<file path="src/hdl/dfs_pkg.sv">
// Package for the depth-first search forest unit: payload structs and constants.
// Used by every module under hdl; depends on nothing.
`default_nettype none
package dfs_pkg;
   localparam int NODE_LIMIT = 32;
   localparam logic [5:0] NODE_COUNT_RESET = 6'd32;
   localparam logic [0:0] FUNC_LOAD = 1'b0;
   localparam logic [0:0] FUNC_START = 1'b1;
   localparam logic [0:0] REG_NODE_COUNT = 1'b0;

   typedef struct packed {
      logic [0:0]  func;
      logic [4:0]  row_index;
      logic [31:0] row_bits;
      logic [4:0]  start_node;
   } req_type;

   typedef struct packed {
      logic [4:0] node_id;
      logic [6:0] arrival_time;
      logic [6:0] finish_time;
      logic [4:0] tree_root;
      logic       is_tree_root;
      logic [5:0] tree_node_count;
      logic [5:0] tree_total;
      logic       bad_start;
      logic       last;
   } rsp_type;
endpackage
`default_nettype wire

</file>
<file path="src/hdl/dfs_forest_timestamps_unit.sv">
// Top level of the depth-first search forest unit: APB register, adjacency memory,
// search sequencer, per-node result memory. Depends on dfs_pkg.
`default_nettype none
// The unit takes one beat per start pulse. A load beat (func 0) writes one adjacency
// row. A start beat (func 1) runs a depth-first search with an explicit stack held in
// memory. Every step reads the top of stack (S_TOP), then the adjacency row of that
// node (S_ROW), each as a registered memory read, then pushes the lowest white
// neighbor or pops a finished node (S_STEP). A search of N nodes makes about 2N
// steps. Each tree starts from S_INIT or S_SCAN, and S_SCAN walks the node indices
// for new roots. Results then go out one per node in index order, each through a
// registered memory read in S_OUT before S_OUTW registers it. Each result sits on
// rsp_data with rsp_valid high for exactly one cycle; the receiver cannot stall them.
// busy drops in the cycle that carries the last result, so the next beat can be
// accepted at the edge that ends it.
module dfs_forest_timestamps_unit (
   input  wire              clock,
   input  wire              reset,
   input  wire              start,
   output logic             busy,
   input  dfs_pkg::req_type req_data,
   output logic             rsp_valid,
   output dfs_pkg::rsp_type rsp_data,
   input  wire              psel,
   input  wire              penable,
   input  wire              pwrite,
   input  wire [1:0]        paddr,
   input  wire [31:0]       pwdata,
   output logic [31:0]      prdata,
   output logic             pready
);
   import dfs_pkg::*;
   localparam int MAX_NODES = NODE_LIMIT;
   localparam int IW = (MAX_NODES > 32) ? 6 : 5;

   typedef enum logic [7:0] {
      S_IDLE = 8'b00000001, S_TOP = 8'b00000010, S_ROW = 8'b00000100,
      S_STEP = 8'b00001000, S_SCAN = 8'b00010000, S_OUT = 8'b00100000,
      S_OUTW = 8'b01000000, S_INIT = 8'b10000000
   } state_type;

   state_type state_ff, state_in;
   logic [5:0] ncount_ff;
   logic [6:0] n_ff;
   logic [31:0] adj_mem [MAX_NODES];
   logic [31:0] row_rd_ff;
   logic [4:0] stk_mem [MAX_NODES];
   logic [4:0] stk_rd_ff;
   logic [6:0] sp_ff;
   logic [6:0] time_ff;
   logic [5:0] trees_ff;
   logic [MAX_NODES-1:0] white_ff;
   logic [MAX_NODES-1:0] rflag_ff;
   logic [6:0] arr_mem [MAX_NODES];
   logic [6:0] fin_mem [MAX_NODES];
   logic [4:0] root_mem [MAX_NODES];
   logic [5:0] size_mem [MAX_NODES];
   logic [4:0] cur_root_ff;
   logic [5:0] cur_size_ff;
   logic [6:0] scan_ff;
   logic bad_ff;
   logic [4:0] start_ff;
   logic [6:0] out_ff;

   assign pready = 1'b1;
   assign prdata = {26'd0, ncount_ff};
   assign busy = (state_ff != S_IDLE);

   always_ff @(posedge clock) begin
      if (reset) ncount_ff <= NODE_COUNT_RESET;
      else if (psel && penable && pwrite && paddr == {1'b0, REG_NODE_COUNT})
         ncount_ff <= pwdata[5:0];
   end

   // lowest white neighbor of the top node, masked by node count and diagonal
   logic [MAX_NODES-1:0] cand;
   logic found;
   logic [4:0] nbr;
   always_comb begin
      found = 1'b0;
      nbr = '0;
      for (int j = 0; j < MAX_NODES; j++) begin
         cand[j] = (j < 32) && row_rd_ff[j % 32] && white_ff[j] && (j < n_ff)
                   && (5'(j) != stk_rd_ff);
      end
      for (int j = MAX_NODES - 1; j >= 0; j--) begin
         if (cand[j]) begin
            found = 1'b1;
            nbr = 5'(j);
         end
      end
   end

   logic do_root;
   logic [4:0] root_node;
   logic [6:0] t1;
   logic start_bad;
   assign t1 = time_ff + 7'd1;
   // A start node at or beyond the node count begins no tree of its own.
   assign start_bad = ({2'b0, start_ff} >= n_ff);

   always_comb begin
      state_in = state_ff;
      do_root = 1'b0;
      root_node = scan_ff[4:0];
      case (state_ff)
         S_IDLE: if (start && req_data.func == FUNC_START) state_in = S_INIT;
         S_INIT: begin
            state_in = S_SCAN;
            if (!start_bad) begin
               do_root = 1'b1;
               root_node = start_ff;
               state_in = S_TOP;
            end
         end
         S_SCAN: begin
            if (scan_ff >= n_ff) state_in = S_OUT;
            else if (white_ff[scan_ff[IW-1:0]]) begin
               do_root = 1'b1;
               state_in = S_TOP;
            end
         end
         S_TOP: state_in = S_ROW;
         S_ROW: state_in = S_STEP;
         S_STEP: begin
            if (found && sp_ff < 7'(MAX_NODES)) state_in = S_TOP;
            else if (sp_ff == 7'd1) state_in = S_SCAN;
            else state_in = S_TOP;
         end
         S_OUT: state_in = S_OUTW;
         S_OUTW: state_in = (out_ff + 7'd1 >= n_ff) ? S_IDLE : S_OUT;
         default: state_in = S_IDLE;
      endcase
   end

   always_ff @(posedge clock) begin
      if (reset) state_ff <= S_IDLE;
      else state_ff <= state_in;
   end

   // memories and datapath
   always_ff @(posedge clock) begin
      if (state_ff == S_IDLE && start && req_data.func == FUNC_LOAD)
         adj_mem[req_data.row_index[IW-1:0]] <= req_data.row_bits;
      if (state_ff == S_TOP) stk_rd_ff <= stk_mem[sp_ff[IW-1:0] - 1'b1];
      if (state_ff == S_ROW) row_rd_ff <= adj_mem[stk_rd_ff[IW-1:0]];
      if (do_root) begin
         stk_mem[0] <= root_node;
         arr_mem[root_node[IW-1:0]] <= t1;
         root_mem[root_node[IW-1:0]] <= root_node;
      end
      if (state_ff == S_STEP) begin
         if (found && sp_ff < 7'(MAX_NODES)) begin
            stk_mem[sp_ff[IW-1:0]] <= nbr;
            arr_mem[nbr[IW-1:0]] <= t1;
            root_mem[nbr[IW-1:0]] <= cur_root_ff;
         end else begin
            fin_mem[stk_rd_ff[IW-1:0]] <= t1;
            if (sp_ff == 7'd1) size_mem[cur_root_ff[IW-1:0]] <= cur_size_ff;
         end
      end
   end

   always_ff @(posedge clock) begin
      if (reset) begin
         sp_ff <= '0; time_ff <= '0; trees_ff <= '0; out_ff <= '0; scan_ff <= '0;
         white_ff <= '0; rflag_ff <= '0; rsp_valid <= 1'b0;
      end else begin
         rsp_valid <= (state_ff == S_OUTW);
         if (state_ff == S_IDLE && start && req_data.func == FUNC_START) begin
            n_ff <= (ncount_ff == 6'd0) ? 7'd1 :
                    ({1'b0, ncount_ff} > 7'(MAX_NODES)) ? 7'(MAX_NODES) : {1'b0, ncount_ff};
            start_ff <= req_data.start_node;
            bad_ff <= 1'b0;
            sp_ff <= '0; time_ff <= '0; trees_ff <= '0; out_ff <= '0; scan_ff <= '0;
            white_ff <= '1; rflag_ff <= '0;
         end
         if (state_ff == S_INIT) bad_ff <= start_bad;
         if (do_root) begin
            rflag_ff[root_node[IW-1:0]] <= 1'b1;
            white_ff[root_node[IW-1:0]] <= 1'b0;
            trees_ff <= trees_ff + 6'd1;
            time_ff <= t1;
            sp_ff <= 7'd1;
            cur_root_ff <= root_node;
            cur_size_ff <= 6'd1;
         end else if (state_ff == S_SCAN) scan_ff <= scan_ff + 7'd1;
         if (state_ff == S_STEP) begin
            time_ff <= t1;
            if (found && sp_ff < 7'(MAX_NODES)) begin
               white_ff[nbr[IW-1:0]] <= 1'b0;
               cur_size_ff <= cur_size_ff + 6'd1;
               sp_ff <= sp_ff + 7'd1;
            end else sp_ff <= sp_ff - 7'd1;
         end
         if (state_ff == S_OUTW) begin
            out_ff <= out_ff + 7'd1;
         end
      end
   end

   // registered result read
   logic [6:0] a_rd, f_rd;
   logic [4:0] r_rd;
   logic [5:0] s_rd;
   always_ff @(posedge clock) begin
      if (state_ff == S_OUT) begin
         a_rd <= arr_mem[out_ff[IW-1:0]];
         f_rd <= fin_mem[out_ff[IW-1:0]];
         r_rd <= root_mem[out_ff[IW-1:0]];
         s_rd <= size_mem[out_ff[IW-1:0]];
      end
      if (state_ff == S_OUTW) begin
         rsp_data.node_id <= out_ff[4:0];
         rsp_data.arrival_time <= a_rd;
         rsp_data.finish_time <= f_rd;
         rsp_data.tree_root <= r_rd;
         rsp_data.is_tree_root <= rflag_ff[out_ff[IW-1:0]];
         rsp_data.tree_node_count <= rflag_ff[out_ff[IW-1:0]] ? s_rd : 6'd0;
         rsp_data.tree_total <= trees_ff;
         rsp_data.bad_start <= bad_ff;
         rsp_data.last <= (out_ff + 7'd1 == n_ff);
      end
   end
endmodule
`default_nettype wire

</file>
<file path="config.mk">
export PLATFORM = sky130hd
export DESIGN_NAME = dfs_forest_timestamps_unit
export DESIGN_NICKNAME = d
export VERILOG_FILES = /design/src/hdl/dfs_pkg.sv /design/src/hdl/dfs_forest_timestamps_unit.sv
export SDC_FILE = /design/constraint.sdc
export NUM_CORES = 2
export LEC_CHECK = 0
export ABC_AREA = 0
export BUFFER_PORTS_ARGS = -buffer_cell sky130_fd_sc_hd__buf_2
export CAP_MARGIN = 15
export CORE_MARGIN = 2
export CORE_UTILIZATION = 55
export CTS_CLUSTER_SIZE = 25
export DETAILED_ROUTE_END_ITERATION = 12
export PLACE_DENSITY = 0.71
export REMOVE_ABC_BUFFERS = 1
export SLEW_MARGIN = 0
export SYNTH_ARGS = -nofsm -noshare
export SYNTH_HDL_FRONTEND = slang
export SYNTH_SLANG_ARGS = --single-unit
</file>
<file path="constraint.sdc">
create_clock -name clock -period 8.23 [get_ports clock]
set_clock_uncertainty 0.05 [all_clocks]
set_input_delay 1.646 -clock clock [delete_from_list [all_inputs] [get_ports clock]]
set_output_delay 1.646 -clock clock [all_outputs]
set_load 0.02 [all_outputs]
</file>
# Word-level counts from Yosys, hierarchy flattened
# Memory sizes are Yosys's and may differ from the RTL's. A register that Yosys moved wholly into a read port is not among the register bits.
# Index checks and enable logic that the tools add are counted.
# Widths: inputs -> output; s select.
[word_totals] ramBits=1984 output_inout_bits=74 mem_count=6 ff_bits=176
[mem_list] memory="adj_mem" words=32 width=32 read_ports=1 rd_clocked_by_memory_dff=1 wr=1 line="dfs_forest_timestamps_unit.sv:44" source="logic [31:0] adj_mem [MAX_NODES];"
[mem_list] memory="arr_mem" words=32 width=7 read_ports=1 rd_clocked_by_memory_dff=1 wr=1 line="dfs_forest_timestamps_unit.sv:53" source="logic [6:0] arr_mem [MAX_NODES];"
[mem_list] memory="fin_mem" words=32 width=7 read_ports=1 rd_clocked_by_memory_dff=1 wr=1 line="dfs_forest_timestamps_unit.sv:54" source="logic [6:0] fin_mem [MAX_NODES];"
[mem_list] memory="size_mem" words=32 width=6 read_ports=1 rd_clocked_by_memory_dff=1 wr=1 line="dfs_forest_timestamps_unit.sv:56" source="logic [5:0] size_mem [MAX_NODES];"
[mem_list] memory="root_mem" words=32 width=5 read_ports=1 rd_clocked_by_memory_dff=1 wr=1 line="dfs_forest_timestamps_unit.sv:55" source="logic [4:0] root_mem [MAX_NODES];"
[mem_list] memory="stk_mem" words=32 width=5 read_ports=1 rd_clocked_by_memory_dff=1 wr=1 line="dfs_forest_timestamps_unit.sv:46" source="logic [4:0] stk_mem [MAX_NODES];"
[op_classes] reduce_logical=121 muxes=136 n_addsub=8 magnitude_cmp=43 n_bitwise=7 n_eq_ne=44
[op_table] cell="$mux 32" count=9
[op_table] cell="$mux 5" count=42
[op_table] cell="$lt 5x7->1 const A" count=16
[op_table] cell="$logic_and 1x1->1" count=106
[op_table] cell="$ne 5x5->1 const A" count=16
[op_table] cell="$mux 7" count=11
[op_table] cell="$and 32x32->32" count=2
[op_table] cell="$not 32->32" count=2
[op_table] cell="$pmux 8 s8" count=1
[op_table] cell="$mux 1" count=58
[op_table] cell="$lt 4x7->1 const A" count=8
[op_table] cell="$mux 6" count=7
[op_table] cell="$ne 4x5->1 const A" count=8
[op_table] cell="$or 32x32->32" count=1
[op_table] cell="$add 7x1->7 const B" count=4
[op_table] cell="$lt 3x7->1 const A" count=4
[op_table] cell="$lt 5x6->1 const B" count=4
[op_table] cell="$mux 8" count=3
[op_table] cell="$ne 3x5->1 const A" count=4
[op_table] cell="$ge 7x7->1" count=2
[op_table] cell="$lt 1x7->1 const A" count=2
[op_table] cell="$lt 2x7->1 const A" count=2
[op_table] cell="$add 6x1->6 const B" count=2
[op_table] cell="$bmux 1 s5" count=2
[op_table] cell="33 further kinds" count=43

# Depth between registers and ports, before layout
[depth] word_depth=43 depth_mapped=14 mapped_depth_nobuf=12

# Worst setup path after synthesis
# OpenSTA, ideal clock, no wires.
[synth_path] kind="reg2reg" start="register n_ff[5]" end="memory stk_mem[0][3], data pin" path_stages_with_launch=12 arrival_ns=4.204 slack_ns=3.521 cell_sequence="edfxtp_1 -> buf_2 -> o211a_1 -> and2_0 -> o32a_1 -> or4b_1 -> buf_2 -> o41a_1 -> buf_4 -> buf_2 -> buf_1 -> o21ai_0"
[synth_via] elab_chain_len=41 word_cells_on_any_way=169
[synth_lines] element="start, declared" line="dfs_forest_timestamps_unit.sv:43" source="logic [6:0] n_ff;"
[synth_lines] element="start signal, assigned" line="dfs_forest_timestamps_unit.sv:170" source="n_ff <= (ncount_ff == 6'd0) ? 7'd1 :"
[synth_lines] element="$lt 5x7->1" line="dfs_forest_timestamps_unit.sv:82" source="cand[j] = (j < 32) && row_rd_ff[j % 32] && white_ff[j] && (j < n_ff)"
[synth_lines] element="$logic_and 1x1->1" line="dfs_forest_timestamps_unit.sv:82"
[synth_lines] element="$logic_and 1x1->1" line="dfs_forest_timestamps_unit.sv:83" source="&& (5'(j) != stk_rd_ff);"
[synth_lines] element="$mux 1 (32 in a row)" line="dfs_forest_timestamps_unit.sv:86" source="if (cand[j]) begin"
[synth_lines] element="$logic_and 1x1->1" line="dfs_forest_timestamps_unit.sv:152" source="if (found && sp_ff < 7'(MAX_NODES)) begin"
[synth_lines] element="$mux 1" line="dfs_forest_timestamps_unit.sv:152"
[synth_lines] element="$mux 1" line="dfs_forest_timestamps_unit.sv:151" source="if (state_ff == S_STEP) begin"
[synth_lines] element="$mux 1 (implied by the code)" line="dfs_forest_timestamps_unit.sv:153" source="stk_mem[sp_ff[IW-1:0]] <= nbr;"
[synth_lines] element="$reduce_or 5->1 (no line)"
[synth_lines] element="$mux 5 (no line) *"
[synth_lines] element="end, declared" line="dfs_forest_timestamps_unit.sv:46"
# Every way passes the cells marked *; elsewhere a longest branch is shown, timed or not.

# Worst setup path in the final report
[layout_path] start="register stk_rd_ff[1] (read register of stk_mem)" end="memory root_mem[29][1], enable pin"
[layout_via] elab_chain_len=40 word_cells_on_any_way=135
[layout_lines] element="start, declared" line="dfs_forest_timestamps_unit.sv:47" source="logic [4:0] stk_rd_ff;"
[layout_lines] element="$ne 5x5->1" line="dfs_forest_timestamps_unit.sv:83"
[layout_lines] element="$logic_and 1x1->1" line="dfs_forest_timestamps_unit.sv:83"
[layout_lines] element="$mux 1 (32 in a row)" line="dfs_forest_timestamps_unit.sv:86"
[layout_lines] element="$logic_and 1x1->1" line="dfs_forest_timestamps_unit.sv:152"
[layout_lines] element="$mux 1" line="dfs_forest_timestamps_unit.sv:152"
[layout_lines] element="$mux 1" line="dfs_forest_timestamps_unit.sv:151"
[layout_lines] element="$mux 1 (implied by the code)" line="dfs_forest_timestamps_unit.sv:155" source="root_mem[nbr[IW-1:0]] <= cur_root_ff;"
[layout_lines] element="$reduce_or 5->1 (no line)"
[layout_lines] element="$mux 5 (no line) or $mux 1 (tied branches)"
[layout_lines] element="end, declared" line="dfs_forest_timestamps_unit.sv:55"
# Several ways; a longest one is shown, not always the timed one.

==> results.toml <==
[run_status]
outcome = "completed"

[clock_network]
htree_num_levels = 4
clock_insertion_delay_worst_skew_ns = 0.85
cts-hold-fix-buffers = 0
clock_path_buffers = 3
post_cts_resize_count = 0
cts_setup_buffers = 0
cts_made_buffers = 212
clock_transition_at_the_registers_of_the_reported_paths_ns = 0.06
ctsRootBufferMaster = "clkbuf_16"
numClockSinks = 2221
tritoncts = "built"

[yosys]
synth_cell_types = 91
synth_seq_area_share_pct = 75.3
synth_xor_area_share_pct = 0.171
synth_simple_gate_area_share_pct = 3.77
area_share_of_fa_ha_maj_cells_after_synthesis_pct = 0.359
yosys_most_used_dff = "edfxtp_1"
compound_gate_fraction_of_synth_area_pct = 3.37
synth.cell_area_um2 = 87000
synth-seq-cells = 2221
syn-instance-count = 4257
synthMuxAreaShare_pct = 15.5
yosys_warning_total = 0
synth-async-reset-ratio_pct = 0
synth_edf_count = 2108
synthesized_area_per_cell_um2 = 20.4
synth_top_family_by_area = "multiplexers"

[place]
port-buffer-count = 103
dpl.hpwl_um = 116000
routabilityCongestion = 0.914
post_place_instance_area_um2 = 90500

[sta]
final-hold-violation-count = 0
setup_viol = 0
drv_slew = 0
timing.fmax_mhz = 163
post-route-period-util_pct = 74.4
final.min_clock_period_ns = 6.13
transition_time_at_the_pin_with_the_least_slew_margin_ns = 1.17
rsz0062_at_grt = "false"
slew_headroom_pct = 21.8

[final_layout]
final_cell_mix = "edfxtp_1 (2108), mux4_2 (574), clkbuf_16 (217)"
p_r_area_growth_vs_syn_pct = 12.3
stdcell_area_um2 = 97700
layout.core_utilization_pct = 62.3
final_net_count = 4564
drive_above_1_share_pct = 27.4
commonest_non_fill_non_tap_cell_in_the_layout = "edfxtp_1"

[hold_path]
hold_path_class = "flop to flop"
worstHoldStart = "f_rd[0]$_DFFE_PP_"

[worst_setup_path]
reg2reg_launch_point = "stk_rd_ff[1]$_DFFE_PN_"
criticalPathCategory = "flop to flop"
timing.critical_path.to_type = "flop"
worst_setup_path_startpoint = "stk_rd_ff[1]$_DFFE_PN_"
critPathRequiredTime_ns = 8.63
worstSetupStartpointType = "flop"
timing.critical_path.fanout_max = 42
cp.arrival_ns = 6.53

[global_route]
grt_first_pass_wirelength_um = 294000
track_usage_pct = 25.0
grt_max_degree = 113
overflow = 0
number_of_global_route_vias_before_repair = 43053
initial_antenna_violation_count = 11

[flow_run]
drv_cap = 0

[power_and_ir_drop]
max-vdd-ir-drop_v = 0.000238
power-per-cell-area_nw_per_um2 = 230
cellLeakagePower_nw = 30.4

[floorplan]
die_height_um = 402
design.die.area_um2 = 161000
dieWidth_um = 402
initial_utilization_pct = 55.5
io_pins = 157
placement_rows = 145
floorplan.core_area_um2 = 157000

[drt]
dr_drc_count = 0
vias = 43063
iteration_0_drc_markers = 4657
finalWirelength_um = 200000
antenna_left = 0
per_cell_routed_wire_length_um = 29.9
dr.pass1.iters = 8
top_layer_used = "met5"
routed-wl-met2_um = 101000
metal3_wl_um = 14600
wirelength_met1_um = 78600
post_detailed_route_via_to_cell_ratio = 6.43
-- synth_stat cells, types with 4 or more instances --
| cell type | number | share of area, % |
|---|---|---|
| mux2_2 | 37 | 0.48 |
| o21ai_0 | 37 | 0.21 |
| a21oi_1 | 94 | 0.54 |
| a221oi_1 | 19 | 0.19 |
| nand2_1 | 138 | 0.60 |
| dfxtp_1 | 113 | 2.6 |
| nand3_1 | 50 | 0.29 |
| or3_1 | 15 | 0.11 |
| nand4_1 | 46 | 0.33 |
| a22oi_1 | 136 | 1.2 |
| mux4_2 | 574 | 15 |
| nand3b_1 | 17 | 0.15 |
| ha_1 | 25 | 0.36 |
| inv_1 | 32 | 0.14 |
| nor3b_2 | 4 | 0.058 |
| and2_1 | 5 | 0.036 |
| nor2b_1 | 21 | 0.15 |
| clkbuf_1 | 141 | 0.61 |
| or2_2 | 8 | 0.058 |
| nor2_2 | 8 | 0.058 |
| buf_1 | 66 | 0.28 |
| o21a_1 | 5 | 0.043 |
| a21o_1 | 6 | 0.052 |
| buf_2 | 22 | 0.13 |
| and3b_1 | 5 | 0.050 |
| nor4_1 | 9 | 0.065 |
| nor2_1 | 192 | 0.83 |
| a31oi_1 | 10 | 0.072 |
| a221o_1 | 5 | 0.058 |
| o311ai_0 | 5 | 0.050 |
| nor3b_1 | 17 | 0.15 |
| mux2i_1 | 15 | 0.17 |
| a211o_1 | 4 | 0.040 |
| xnor2_1 | 12 | 0.12 |
| a211oi_1 | 11 | 0.095 |
| edfxtp_1 | 2108 | 73 |
| nor3_1 | 70 | 0.40 |
| o211ai_1 | 35 | 0.30 |
| and3_1 | 13 | 0.093 |
| xor2_1 | 5 | 0.050 |
| buf_4 | 31 | 0.27 |
| nand2b_1 | 9 | 0.065 |
-- through the flow --
step           total power, mW  hold WS, ns  setup TNS, ns  std cells  setup WS [ns]
2_1_floorplan             12.8        0.350       -8025.90       4022          -6.73
3_5_place_dp              13.0        0.355              0       6291           2.16
6_report                  22.5        0.369              0       6699           2.10
4_1_cts                   22.6        0.370              0       6688           2.15
3_3_place_gp              13.0        0.351              0       6291           2.19
5_1_grt                   23.1        0.378              0       6698           1.80
-- report_power, final --
part | leakage [nW] | internal [mW] | switching, mW
Sequential | 20.2 | 12.3 | 0.0366
Clock | 3.43 | 5.60 | 4.16
Combinational | 6.72 | 0.0953 | 0.281
Total | 30.4 | 18.0 | 4.48
-- flip-flops by register name (all words and copies together), names as in the netlist, 7 cells and up --
signal	flops
adj_mem	1024
arr_mem	224
fin_mem	224
size_mem	192
root_mem	160
stk_mem	160
rsp_data	39
rflag_ff	32
row_rd_ff	32
white_ff	32
state_ff	8
a_rd	7
f_rd	7
out_ff	7
scan_ff	7
sp_ff	7
time_ff	7
-- layer usage --
layer  vias up  GRT usage [%]
met5         -              0
met2      1868           41.1
met4        12           7.54
met1     22642           34.9
li1      18192              -
met3       349           4.12
-- critical path, cell delays in order (launching register included) --
cell,delay (ns)
edfxtp_1,0.35
buf_4,0.31
nor2b_1,0.79
a221oi_1,0.30
nor4_1,0.44
nand3_1,0.44
o41a_1,0.79
buf_4,0.31
mux2_4,0.46
a21oi_2,0.47
nor3b_2,0.97
-- kinds of logic after synthesis --
logic type | after synthesis
XOR/XNOR | 17
flip-flops | 2221
adder cells (fa/ha/maj) | 25
AO/OA/AOI/OAI | 415
AND/OR/NAND/NOR | 654
other | 2
multiplexers | 628
buffers and inverters | 295
-- area by class of cell --
class	count	area, um2
multi-input cells	1766	20800
inverters	35	131
well taps	2058	2570
clock inverters	115	1270
fillers	10550	59000
repair buffers	220	1540
clock buffers	282	5800
flip-flops and latches	2221	65600
diodes	2	5.00
-- final timing paths --
| path | end | slack (ns) | depth (start not counted) |
|---|---|---|---|
| worst min-delay path | rsp_data[20]$_DFFE_PP_ | 0.37 | 0 |
| worst min register to register | rsp_data[20]$_DFFE_PP_ | 0.37 | 0 |
| worst max-delay path | root_mem[29][1]$_DFFE_PP_ | 2.10 | 10 |
| worst max register to register | root_mem[29][1]$_DFFE_PP_ | 2.10 | 10 |
No activity file was read; power rests on OpenSTA's default activity.
